--- config.mk ---
export PLATFORM = sky130hd
export DESIGN_NAME = laserdisc_vbi_frame_coder_unit
export DESIGN_NICKNAME = d
export VERILOG_FILES = /design/src/design/ldvbi_pkg.sv /design/src/design/laserdisc_vbi_frame_coder_unit.sv
export SDC_FILE = /design/constraint.sdc
export NUM_CORES = 2
export LEC_CHECK = 0
export BUFFER_PORTS_ARGS = -buffer_cell sky130_fd_sc_hd__buf_2
export CORE_ASPECT_RATIO = 1.25
export CORE_MARGIN = 2
export CORE_UTILIZATION = 55
export CTS_CLUSTER_DIAMETER = 30
export CTS_CLUSTER_SIZE = 12
export DETAILED_ROUTE_END_ITERATION = 8
export GPL_ROUTABILITY_DRIVEN = 0
export GPL_TIMING_DRIVEN = 0
export PLACE_DENSITY = 0.83
export REMOVE_ABC_BUFFERS = 1
export SYNTH_ARGS = -nofsm -noshare
export SYNTH_HDL_FRONTEND = slang
export SYNTH_SLANG_ARGS = --single-unit
--- constraint.sdc ---
create_clock -name clk -period 20.1 [get_ports clk]
set_input_delay 1.005 -clock clk [delete_from_list [all_inputs] [get_ports clk]]
set_output_delay 1.005 -clock clk [all_outputs]
set_load 0.01 [all_outputs]
--- src/design/ldvbi_pkg.sv ---
// Package for the LaserDisc VBI frame coder: payload structs, code words and
// reciprocal constants for the division-free digit extraction.
// No dependencies.
package ldvbi_pkg;

    typedef struct packed {
        logic [1:0]  area_code;
        logic        picture_mode;
        logic        timecode_mode;
        logic [16:0] picture_value;
        logic [19:0] timecode_frame;
        logic [6:0]  chapter_value;
        logic        amendment_two;
        logic        user_word_valid;
        logic [23:0] user_word;
    } frame_t;

    typedef struct packed {
        logic [23:0] first_line16;
        logic [23:0] first_line17;
        logic [23:0] first_line18;
        logic [23:0] second_line16;
        logic [23:0] second_line17;
        logic [23:0] second_line18;
    } words_t;

    localparam logic [1:0] AREA_PROGRAMME = 2'd0;
    localparam logic [1:0] AREA_LEAD_IN   = 2'd1;
    localparam logic [1:0] AREA_LEAD_OUT  = 2'd2;

    localparam logic [23:0] NO_CODE        = 24'h80DD00;
    localparam logic [23:0] LEAD_IN_CODE   = 24'h88FFFF;
    localparam logic [23:0] LEAD_OUT_CODE  = 24'h80EEEE;
    localparam logic [23:0] CLV_CODE       = 24'h87FFFF;
    localparam logic [23:0] PICTURE_STOP   = 24'h82CFFF;
    localparam logic [23:0] PROG_STATUS    = 24'h8DC000;
    localparam logic [23:0] CHAPTER_BASE   = 24'h880DDD;
    localparam logic [23:0] TIMECODE_BASE  = 24'hF0DD00;

    localparam logic [16:0] MAX_PICTURE_PAL  = 17'd99999;
    localparam logic [16:0] MAX_PICTURE_NTSC = 17'd79999;
    localparam logic [4:0]  FPS_PAL          = 5'd25;
    localparam logic [4:0]  FPS_NTSC         = 5'd30;

    localparam int AMEND_PERIOD = 8991;
    localparam int AMEND_STEP   = 899;

    // Each quotient is (x * RECIP) >> SHIFT with RECIP = ceil(2^SHIFT / d),
    // exact over the full range of x at that point of the pipeline.
    localparam int SHIFT_AMEND = 34;
    localparam logic [20:0] RECIP_AMEND =
        21'(((64'd1 << SHIFT_AMEND) + AMEND_PERIOD - 1) / AMEND_PERIOD);

    localparam int SHIFT_MIN = 31;
    localparam logic [20:0] RECIP_MIN_PAL  = 21'(((64'd1 << SHIFT_MIN) + 1499) / 1500);
    localparam logic [20:0] RECIP_MIN_NTSC = 21'(((64'd1 << SHIFT_MIN) + 1799) / 1800);

    localparam int SHIFT_C100 = 24;
    localparam logic [17:0] RECIP_C100 = 18'(((64'd1 << SHIFT_C100) + 99) / 100);

    localparam int SHIFT_H100 = 17;
    localparam logic [10:0] RECIP_H100 = 11'(((64'd1 << SHIFT_H100) + 99) / 100);

    localparam int SHIFT_C60M = 16;
    localparam logic [10:0] RECIP_C60M = 11'(((64'd1 << SHIFT_C60M) + 59) / 60);

    localparam int SHIFT_STEP = 24;
    localparam logic [14:0] RECIP_STEP =
        15'(((64'd1 << SHIFT_STEP) + AMEND_STEP - 1) / AMEND_STEP);

    localparam int SHIFT_FPS = 26;
    localparam logic [21:0] RECIP_FPS_PAL  = 22'(((64'd1 << SHIFT_FPS) + 24) / 25);
    localparam logic [21:0] RECIP_FPS_NTSC = 22'(((64'd1 << SHIFT_FPS) + 29) / 30);

    localparam int SHIFT_S60 = 22;
    localparam logic [16:0] RECIP_S60 = 17'(((64'd1 << SHIFT_S60) + 59) / 60);

    localparam int SHIFT_10 = 11;
    localparam logic [7:0] RECIP_10 = 8'(((64'd1 << SHIFT_10) + 9) / 10);

endpackage

--- src/design/laserdisc_vbi_frame_coder_unit.sv ---
// Top level of the LaserDisc VBI frame coder: an eight-stage pipeline that turns
// one frame description into the six VBI code words of lines 16 to 18.
// Depends on ldvbi_pkg.
//
// Usage:
// The frame channel (frame_valid, frame_stall, frame) carries one frame
// description per transaction; the words channel (words_valid, words_stall,
// words) returns the six code words for it, in the same order.
// A transaction completes at a rising edge with valid high and stall low.
// words_valid rises once the frame has passed the stage registers 1 to 7 into
// the output register. A new frame is taken every cycle unless frame_stall
// is high; each stage is a register and the slowest path is one reciprocal
// multiply for a constant division.
// Empty stages absorb new frames while the words channel stalls, so the
// frame side stalls only once all eight stages hold a frame. Nothing is lost
// or repeated under stall.
// cfg_wr_en writes video_system (0 PAL, 1 NTSC) from cfg_wr_data; it is
// sampled per frame as it enters and should be written while idle.
// Reset clears all stage valid bits and sets video_system to PAL.
module laserdisc_vbi_frame_coder_unit (
    input  logic              clk,
    input  logic              rst_n,
    input  logic              cfg_wr_en,
    input  logic              cfg_wr_data,
    input  logic              frame_valid,
    output logic              frame_stall,
    input  ldvbi_pkg::frame_t frame,
    output logic              words_valid,
    input  logic              words_stall,
    output ldvbi_pkg::words_t words
);
    import ldvbi_pkg::*;

    localparam int STAGES = 8;

    typedef struct packed {
        logic [1:0]  area;
        logic        pic_mode;
        logic        tc_mode;
        logic        sys;
        logic        a2en;
        logic        ucv;
        logic [23:0] uc;
        logic [6:0]  ch;
    } ctl_t;

    typedef struct packed {
        ctl_t        ctl;
        logic [19:0] tcf;
        logic [16:0] n;
        logic [6:0]  q_amend;
        logic [9:0]  mins;
        logic [9:0]  n_hi;
    } st1_t;

    typedef struct packed {
        ctl_t        ctl;
        logic [19:0] tcf;
        logic [6:0]  q_amend;
        logic [9:0]  mins;
        logic [9:0]  n_hi;
        logic [13:0] r_amend;
        logic [3:0]  hh;
        logic [6:0]  n_lo;
        logic [3:0]  d4;
    } st2_t;

    typedef struct packed {
        ctl_t        ctl;
        logic [19:0] tcf;
        logic [6:0]  q_amend;
        logic [3:0]  part;
        logic [3:0]  hh;
        logic [5:0]  mm;
        logic [6:0]  n_lo;
        logic [6:0]  n_mid;
        logic [3:0]  d4;
    } st3_t;

    typedef struct packed {
        ctl_t        ctl;
        logic [20:0] cf;
        logic [23:0] cav;
        logic [23:0] tc;
        logic [23:0] chap;
    } st4_t;

    typedef struct packed {
        ctl_t        ctl;
        logic [20:0] cf;
        logic [15:0] secs;
        logic [23:0] cav;
        logic [23:0] tc;
        logic [23:0] chap;
    } st5_t;

    typedef struct packed {
        ctl_t        ctl;
        logic [15:0] secs;
        logic [4:0]  fis;
        logic [9:0]  q60;
        logic [23:0] cav;
        logic [23:0] tc;
        logic [23:0] chap;
    } st6_t;

    typedef struct packed {
        ctl_t        ctl;
        logic [5:0]  s60;
        logic [7:0]  fis_bcd;
        logic [23:0] cav;
        logic [23:0] tc;
        logic [23:0] chap;
    } st7_t;

    function automatic logic [7:0] bcd7(input logic [6:0] v);
        logic [14:0] prod;
        logic [3:0]  tens;
        logic [6:0]  units;
        prod  = 15'(v) * 15'(RECIP_10);
        tens  = prod[SHIFT_10 +: 4];
        units = v - 7'(tens) * 7'd10;
        return {tens, units[3:0]};
    endfunction

    logic                video_system_reg;
    logic [STAGES-1:0]   valid_reg;
    logic [STAGES-1:0]   ready;

    st1_t   st1_reg, st1_next;
    st2_t   st2_reg, st2_next;
    st3_t   st3_reg, st3_next;
    st4_t   st4_reg, st4_next;
    st5_t   st5_reg, st5_next;
    st6_t   st6_reg, st6_next;
    st7_t   st7_reg, st7_next;
    words_t out_reg, out_next;

    logic [16:0] pic_max;
    logic [16:0] pic_clamped;
    logic [20:0] min_recip;
    logic [40:0] amend_prod;
    logic [40:0] min_prod;
    logic [34:0] c100_prod;

    logic [20:0] amend_back;
    logic [20:0] r_wide;
    logic [20:0] hour_prod;
    logic [16:0] n_lo_wide;
    logic [20:0] d4_prod;

    logic [28:0] part_prod;
    logic [4:0]  part_raw;
    logic [9:0]  mm_wide;
    logic [9:0]  n_mid_wide;

    logic [10:0] amend;
    logic [7:0]  ch_bcd;

    logic [21:0] fps_recip;
    logic [42:0] secs_prod;

    logic [4:0]  fps;
    logic [20:0] fis_wide;
    logic [32:0] q60_prod;

    logic [15:0] s60_wide;

    logic [7:0]  s_bcd;
    logic [23:0] clv;
    logic [23:0] lead_code;
    logic [23:0] lead_user;

    always_comb
    begin
        ready[STAGES-1] = !valid_reg[STAGES-1] || !words_stall;
        for (int k = STAGES - 2; k >= 0; k--)
        begin
            ready[k] = !valid_reg[k] || ready[k+1];
        end
    end

    assign frame_stall = !ready[0];
    assign words_valid = valid_reg[STAGES-1];
    assign words       = out_reg;

    // Stage 1: clamp the picture number and take the first quotients.
    always_comb
    begin
        pic_max     = video_system_reg ? MAX_PICTURE_NTSC : MAX_PICTURE_PAL;
        pic_clamped = (frame.picture_value > pic_max) ? pic_max : frame.picture_value;
        min_recip   = video_system_reg ? RECIP_MIN_NTSC : RECIP_MIN_PAL;
        amend_prod  = 41'(frame.timecode_frame) * 41'(RECIP_AMEND);
        min_prod    = 41'(frame.timecode_frame) * 41'(min_recip);
        c100_prod   = 35'(pic_clamped) * 35'(RECIP_C100);

        st1_next.ctl.area     = frame.area_code;
        st1_next.ctl.pic_mode = frame.picture_mode;
        st1_next.ctl.tc_mode  = frame.timecode_mode;
        st1_next.ctl.sys      = video_system_reg;
        st1_next.ctl.a2en     = frame.amendment_two & video_system_reg;
        st1_next.ctl.ucv      = frame.user_word_valid;
        st1_next.ctl.uc       = frame.user_word;
        st1_next.ctl.ch       = (frame.chapter_value == 7'd0) ? 7'd1 : frame.chapter_value;
        st1_next.tcf          = frame.timecode_frame;
        st1_next.n            = pic_clamped;
        st1_next.q_amend      = amend_prod[SHIFT_AMEND +: 7];
        st1_next.mins         = min_prod[SHIFT_MIN +: 10];
        st1_next.n_hi         = c100_prod[SHIFT_C100 +: 10];
    end

    // Stage 2: remainders of the first divisions and the hours.
    always_comb
    begin
        amend_back = 21'(st1_reg.q_amend) * 21'(AMEND_PERIOD);
        r_wide     = 21'(st1_reg.tcf) - amend_back;
        hour_prod  = 21'(st1_reg.mins) * 21'(RECIP_C60M);
        n_lo_wide  = st1_reg.n - 17'(st1_reg.n_hi) * 17'd100;
        d4_prod    = 21'(st1_reg.n_hi) * 21'(RECIP_H100);

        st2_next.ctl     = st1_reg.ctl;
        st2_next.tcf     = st1_reg.tcf;
        st2_next.q_amend = st1_reg.q_amend;
        st2_next.mins    = st1_reg.mins;
        st2_next.n_hi    = st1_reg.n_hi;
        st2_next.r_amend = r_wide[13:0];
        st2_next.hh      = hour_prod[SHIFT_C60M +: 4];
        st2_next.n_lo    = n_lo_wide[6:0];
        st2_next.d4      = d4_prod[SHIFT_H100 +: 4];
    end

    // Stage 3: correction step count, minutes and the middle picture digits.
    always_comb
    begin
        part_prod  = 29'(st2_reg.r_amend) * 29'(RECIP_STEP);
        part_raw   = part_prod[SHIFT_STEP +: 5];
        mm_wide    = st2_reg.mins - 10'(st2_reg.hh) * 10'd60;
        n_mid_wide = st2_reg.n_hi - 10'(st2_reg.d4) * 10'd100;

        st3_next.ctl     = st2_reg.ctl;
        st3_next.tcf     = st2_reg.tcf;
        st3_next.q_amend = st2_reg.q_amend;
        st3_next.part    = (part_raw > 5'd9) ? 4'd9 : part_raw[3:0];
        st3_next.hh      = st2_reg.hh;
        st3_next.mm      = mm_wide[5:0];
        st3_next.n_lo    = st2_reg.n_lo;
        st3_next.n_mid   = n_mid_wide[6:0];
        st3_next.d4      = st2_reg.d4;
    end

    // Stage 4: corrected frame count and the picture, timecode and chapter words.
    always_comb
    begin
        amend  = 11'(st3_reg.q_amend) * 11'd10 + 11'(st3_reg.part);
        ch_bcd = bcd7(st3_reg.ctl.ch);

        st4_next.ctl  = st3_reg.ctl;
        st4_next.cf   = 21'(st3_reg.tcf) + (st3_reg.ctl.a2en ? 21'(amend) : 21'd0);
        st4_next.cav  = {4'hF, st3_reg.d4, bcd7(st3_reg.n_mid), bcd7(st3_reg.n_lo)};
        st4_next.tc   = TIMECODE_BASE
                      | {bcd7(7'(st3_reg.hh)), 8'h00, bcd7(7'(st3_reg.mm))};
        st4_next.chap = CHAPTER_BASE | {5'd0, ch_bcd[6:0], 12'd0};
    end

    // Stage 5: seconds of the corrected count.
    always_comb
    begin
        fps_recip = st4_reg.ctl.sys ? RECIP_FPS_NTSC : RECIP_FPS_PAL;
        secs_prod = 43'(st4_reg.cf) * 43'(fps_recip);

        st5_next.ctl  = st4_reg.ctl;
        st5_next.cf   = st4_reg.cf;
        st5_next.secs = secs_prod[SHIFT_FPS +: 16];
        st5_next.cav  = st4_reg.cav;
        st5_next.tc   = st4_reg.tc;
        st5_next.chap = st4_reg.chap;
    end

    // Stage 6: frame within the second and whole minutes of the seconds.
    always_comb
    begin
        fps      = st5_reg.ctl.sys ? FPS_NTSC : FPS_PAL;
        fis_wide = st5_reg.cf - 21'(st5_reg.secs) * 21'(fps);
        q60_prod = 33'(st5_reg.secs) * 33'(RECIP_S60);

        st6_next.ctl  = st5_reg.ctl;
        st6_next.secs = st5_reg.secs;
        st6_next.fis  = fis_wide[4:0];
        st6_next.q60  = q60_prod[SHIFT_S60 +: 10];
        st6_next.cav  = st5_reg.cav;
        st6_next.tc   = st5_reg.tc;
        st6_next.chap = st5_reg.chap;
    end

    // Stage 7: seconds within the minute and the frame digits.
    always_comb
    begin
        s60_wide = st6_reg.secs - 16'(st6_reg.q60) * 16'd60;

        st7_next.ctl     = st6_reg.ctl;
        st7_next.s60     = s60_wide[5:0];
        st7_next.fis_bcd = bcd7(7'(st6_reg.fis));
        st7_next.cav     = st6_reg.cav;
        st7_next.tc      = st6_reg.tc;
        st7_next.chap    = st6_reg.chap;
    end

    // Stage 8: CLV picture word and selection of the six lines.
    always_comb
    begin
        s_bcd     = bcd7(7'(st7_reg.s60));
        clv       = {4'h8, 4'hA + s_bcd[7:4], 4'hE, s_bcd[3:0], st7_reg.fis_bcd};
        lead_code = (st7_reg.ctl.area == AREA_LEAD_IN) ? LEAD_IN_CODE : LEAD_OUT_CODE;
        lead_user = st7_reg.ctl.ucv ? st7_reg.ctl.uc : NO_CODE;

        case (st7_reg.ctl.area)
            AREA_LEAD_IN, AREA_LEAD_OUT:
            begin
                out_next.first_line16  = lead_user;
                out_next.first_line17  = lead_code;
                out_next.first_line18  = lead_code;
                out_next.second_line16 = lead_user;
                out_next.second_line17 = lead_code;
                out_next.second_line18 = lead_code;
            end
            default:
            begin
                if (st7_reg.ctl.pic_mode)
                begin
                    out_next.first_line16  = PROG_STATUS;
                    out_next.first_line17  = st7_reg.cav;
                    out_next.first_line18  = st7_reg.cav;
                    out_next.second_line16 = PICTURE_STOP;
                    out_next.second_line17 = PICTURE_STOP;
                    out_next.second_line18 = st7_reg.chap;
                end
                else if (st7_reg.ctl.tc_mode)
                begin
                    out_next.first_line16  = clv;
                    out_next.first_line17  = st7_reg.tc;
                    out_next.first_line18  = st7_reg.tc;
                    out_next.second_line16 = PROG_STATUS;
                    out_next.second_line17 = CLV_CODE;
                    out_next.second_line18 = st7_reg.chap;
                end
                else
                begin
                    out_next.first_line16  = PROG_STATUS;
                    out_next.first_line17  = NO_CODE;
                    out_next.first_line18  = NO_CODE;
                    out_next.second_line16 = PROG_STATUS;
                    out_next.second_line17 = NO_CODE;
                    out_next.second_line18 = NO_CODE;
                end
            end
        endcase
    end

    always_ff @(posedge clk or negedge rst_n)
    begin
        if (!rst_n)
        begin
            video_system_reg <= 1'b0;
            valid_reg        <= '0;
        end
        else
        begin
            if (cfg_wr_en)
            begin
                video_system_reg <= cfg_wr_data;
            end
            if (ready[0])
            begin
                valid_reg[0] <= frame_valid;
            end
            for (int k = 1; k < STAGES; k++)
            begin
                if (ready[k])
                begin
                    valid_reg[k] <= valid_reg[k-1];
                end
            end
        end
    end

    always_ff @(posedge clk)
    begin
        if (ready[0] && frame_valid)
        begin
            st1_reg <= st1_next;
        end
        if (ready[1] && valid_reg[0])
        begin
            st2_reg <= st2_next;
        end
        if (ready[2] && valid_reg[1])
        begin
            st3_reg <= st3_next;
        end
        if (ready[3] && valid_reg[2])
        begin
            st4_reg <= st4_next;
        end
        if (ready[4] && valid_reg[3])
        begin
            st5_reg <= st5_next;
        end
        if (ready[5] && valid_reg[4])
        begin
            st6_reg <= st6_next;
        end
        if (ready[6] && valid_reg[5])
        begin
            st7_reg <= st7_next;
        end
        if (ready[7] && valid_reg[6])
        begin
            out_reg <= out_next;
        end
    end

endmodule

==> flow_results.org <==
** Placed design
- Once placement finished, the instance area stood at between 60000 and 70000 sq um.
- Once detailed placement completed, the half-perimeter wirelength came to between 100000 and 150000 um.
- Buffers placed on the I/O ports in this run total between 200 and 250.

** Die
- Die area :: roughly 120000 sq um
- In this run the count of I/O pins placed on the die edge is approximately 230.
- Die width :: 315 um
- Initial core utilization :: 0.555
- Core region area :: 120000 sq um
- The floorplan has around 140 rows.
- The floorplan step set the die height to 393 um.

** Logic synthesis
- For this run, the register share of the synthesized area comes to 0.325.
- For this run, the leading register cell type out of synthesis is sky130_fd_sc_hd__edfxtp_1.
- Synthesis instantiated 79 different standard cells from the library.
- Summing every instance area after synthesis gives 66500 sq um.
- Synthesis inferred around 720 register bits.
- During synthesis, Yosys emitted a total of 0 warnings.
- In the synthesized netlist the async set-or-reset flop fraction comes to 0.0125.
- Gate count of the mapped netlist :: 5395
- In this run, synthesis inferred 712 flip-flops with an integrated enable.
- The average instance in the mapped netlist occupies between 10 and 15 sq um.

** Final layout
- The number of antenna diodes in the final layout is 0.
- Of the cells placed in the final design, the portion with a size suffix greater than 1 is 0.0799.
- The multi-input combinational cells in the finished layout cover a total of between 30000 and 40000 sq um.
- Number of filler instances in the final layout :: roughly 9000
- Most frequent cells in the layout :: 1275 x sky130_fd_sc_hd__ha_1, 1263 x sky130_fd_sc_hd__inv_1, 796 x sky130_fd_sc_hd__fa_1
- From synthesis to final layout, the design area changed by 9.17%.
- Leaving out fill and tap cells, the most frequent cell in the layout is sky130_fd_sc_hd__ha_1.
- The net count of the finished layout is between 7000 and 8000.
- The register with the most flip-flops in the layout has 107 of them.
- Storage cell area :: approximately 22000 sq um
- Once layout is done, the placed cells without fillers occupy around 73000 sq um.

** Drt
- For this block, the initial DRC count from the detailed router was 1976.
- The final route contains approximately 39000 vias.
- In this run the remaining antenna-violating nets after routing total 0.
- Routed WL :: 133000 um
- DRT Pass-1 Iters :: 6
- Post-DR wirelength/cell :: about 18 um
- Routed metal-1 wire length :: between 40000 and 50000 um
- After detailed routing, the number of vias per cell comes to between 5 and 6.
- DRC errors left :: 0
- Uppermost signal routing layer after detailed routing :: met5
- Wire segments on met2 add up to 71000 um in the final route.
- Wire segments on met3 add up to approximately 6000 um in the final route.

** Timing
- The number of hold-slack violations in the final timing report is 0.
- Timing would allow up to slightly below 100 MHz.
- Setup repair after global routing missed its margin :: false
- Endpoints failing setup :: 0
- Min Clock Period, post-route :: 10.14 ns
- Headroom to the max-slew limit came out at 0.222.
- Final Cycle Share :: 0.505
- Max Transition Viols Final :: 0
- For the pin with the worst max-slew slack, the measured transition is roughly 1.2 ns.
- Final-layout setup total negative slack :: 0 ns
- The tightest hold path in the finished design has a slack of ~0.24 ns.
- Across the routed clock network, the largest skew measured is a little over 0.08 ns.

** Run
- Across the run, the number of max-cap violations was 0.

** Clock tree
- Gates resized during post-CTS repair numbered 0.
- After clock tree synthesis, the setup repair step added 0 buffers.
- TritonCTS clock tree :: done
- The H-tree was split into 3 levels.
- Clock tree synthesis found a total of around 700 sinks.
- The cell sitting at the root of the clock tree is a sky130_fd_sc_hd__clkbuf_16.
- Clk slew on worst S/H paths :: about 0.05 ns
- Latest clock arrival within the worst-skew pair :: slightly below 0.7 ns
- Hold bufs inserted after CTS :: 0
- The clock passes through at most 3 buffers.
- Number of CTS-inserted buffers :: 98

** Run status
- Run status :: finished clean

** GRT
- Pin count of the biggest net entering global routing :: 72
- The first global-routing pass estimated between 200000 and 250000 um of wire.
- The total overflow left after global routing is 0.
- Antenna violations before repair :: 3
- The via count of the first global-routing pass came to roughly 44000.
- In the global route stage, overall resource usage came out at 0.224.

** Setup path
- STA classifies the critical path endpoint as a flip-flop.
- Worst Setup Path Type :: reg -> reg
- For flop-to-flop paths, the worst setup slack is about 10 ns.
- Arrival time at the worst endpoint :: between 10 and 15 ns
- STA classifies the critical path startpoint as a flip-flop.
- Among all stages on the critical path, the largest delay is contributed by sky130_fd_sc_hd__dfrtp_2.
- For the worst setup path, the data required time is around 20 ns.
- Worst stage delay on the critical path :: between 0.9 and 1 ns
- Worst R2R Path Depth :: 30
- Highest fanout seen on the critical path :: 41

** Min path
- Hold Crit Class :: in -> async
critical path, delay by kind of cell (launching register included):
kind                       cells  cell delay (ns)
buffers and inverters          6             1.45
and+or+nand+nor                3             0.49
xor gates and xnor gates       1             0.13
AOI/OAI and AO/OA             12             2.80
DFF                            1             0.99
adders and majority gates      8             3.98
final timing paths:
check,from,to
setup / recovery,video_system_reg$_DFFE_PN0P_,st1_reg[9]$_DFFE_PP_
hold / removal,rst_n,valid_reg[1]$_DFFE_PN0P_
setup reg to reg,video_system_reg$_DFFE_PN0P_,st1_reg[9]$_DFFE_PP_
hold reg to reg,st4_reg[57]$_DFFE_PP_,st5_reg[57]$_DFFE_PP_
max in group asynchronous,rst_n,valid_reg[2]$_DFFE_PN0P_
min in group clk,st4_reg[57]$_DFFE_PP_,st5_reg[57]$_DFFE_PP_
cell usage after synthesis, types with 14 or more instances:
cell type                     n  area [sq um]
sky130_fd_sc_hd__a211oi_1    14           105
sky130_fd_sc_hd__a21o_1      75           563
sky130_fd_sc_hd__a21oi_1    124           621
sky130_fd_sc_hd__and2_1      38           238
sky130_fd_sc_hd__buf_4       67           503
sky130_fd_sc_hd__clkbuf_1    59           221
sky130_fd_sc_hd__edfxtp_1   712         21400
sky130_fd_sc_hd__fa_1       796         15900
sky130_fd_sc_hd__ha_1      1275         16000
sky130_fd_sc_hd__inv_1     1263          4740
sky130_fd_sc_hd__nand2_1    198           743
sky130_fd_sc_hd__nand2b_1    39           244
sky130_fd_sc_hd__nand3_1     32           160
sky130_fd_sc_hd__nand4_1     18           113
sky130_fd_sc_hd__nor2_1     107           402
sky130_fd_sc_hd__nor2b_1     35           219
sky130_fd_sc_hd__nor3_1      27           135
sky130_fd_sc_hd__o21a_1      21           158
sky130_fd_sc_hd__o21ai_0     71           355
sky130_fd_sc_hd__o21bai_1    16           120
sky130_fd_sc_hd__or2_2       31           194
sky130_fd_sc_hd__xnor2_1    146          1280
sky130_fd_sc_hd__xor2_1      53           464
area by class of cell:
| cell class | count | area share |
|---|---|---|
| inverters | 1264 | 0.0653 |
| clock buffers | 106 | 0.0342 |
| multi-input cells | 3333 | 0.546 |
| well taps | 1584 | 0.0273 |
| repair buffers | 221 | 0.0184 |
| flip-flops and latches | 721 | 0.298 |
| clock inverters | 64 | 0.0110 |
cells by family after synthesis:
kind of cell	count (synthesis)	synth area share
XOR/XNOR	200	0.0265
other	2	0.000113
AO/OA/AOI/OAI	432	0.0440
flip-flops	721	0.325
adder cells (fa/ha/maj)	2071	0.479
AND/OR/NAND/NOR	569	0.0416
multiplexers	5	0.000941
buffers and inverters	1395	0.0826
metrics by stage:
stage          utilization  worst slack (ns)  std cells
2_1_floorplan            -             11.60       5318
3_3_place_gp         0.575              9.40       7111
3_5_place_dp         0.578             10.13       7122
4_1_cts              0.605             10.06       7292
5_1_grt              0.605              9.48       7293
6_report             0.605              9.96       7293
metal layers:
layer  vias up  track usage
li1      18100            -
met1     19500        0.249
met2      1230        0.420
met3       431       0.0256
met4         2        0.110
met5         -            0
Power is not shown: default switching activity piles up to over one toggle a cycle in this logic, so the estimate is an artifact.
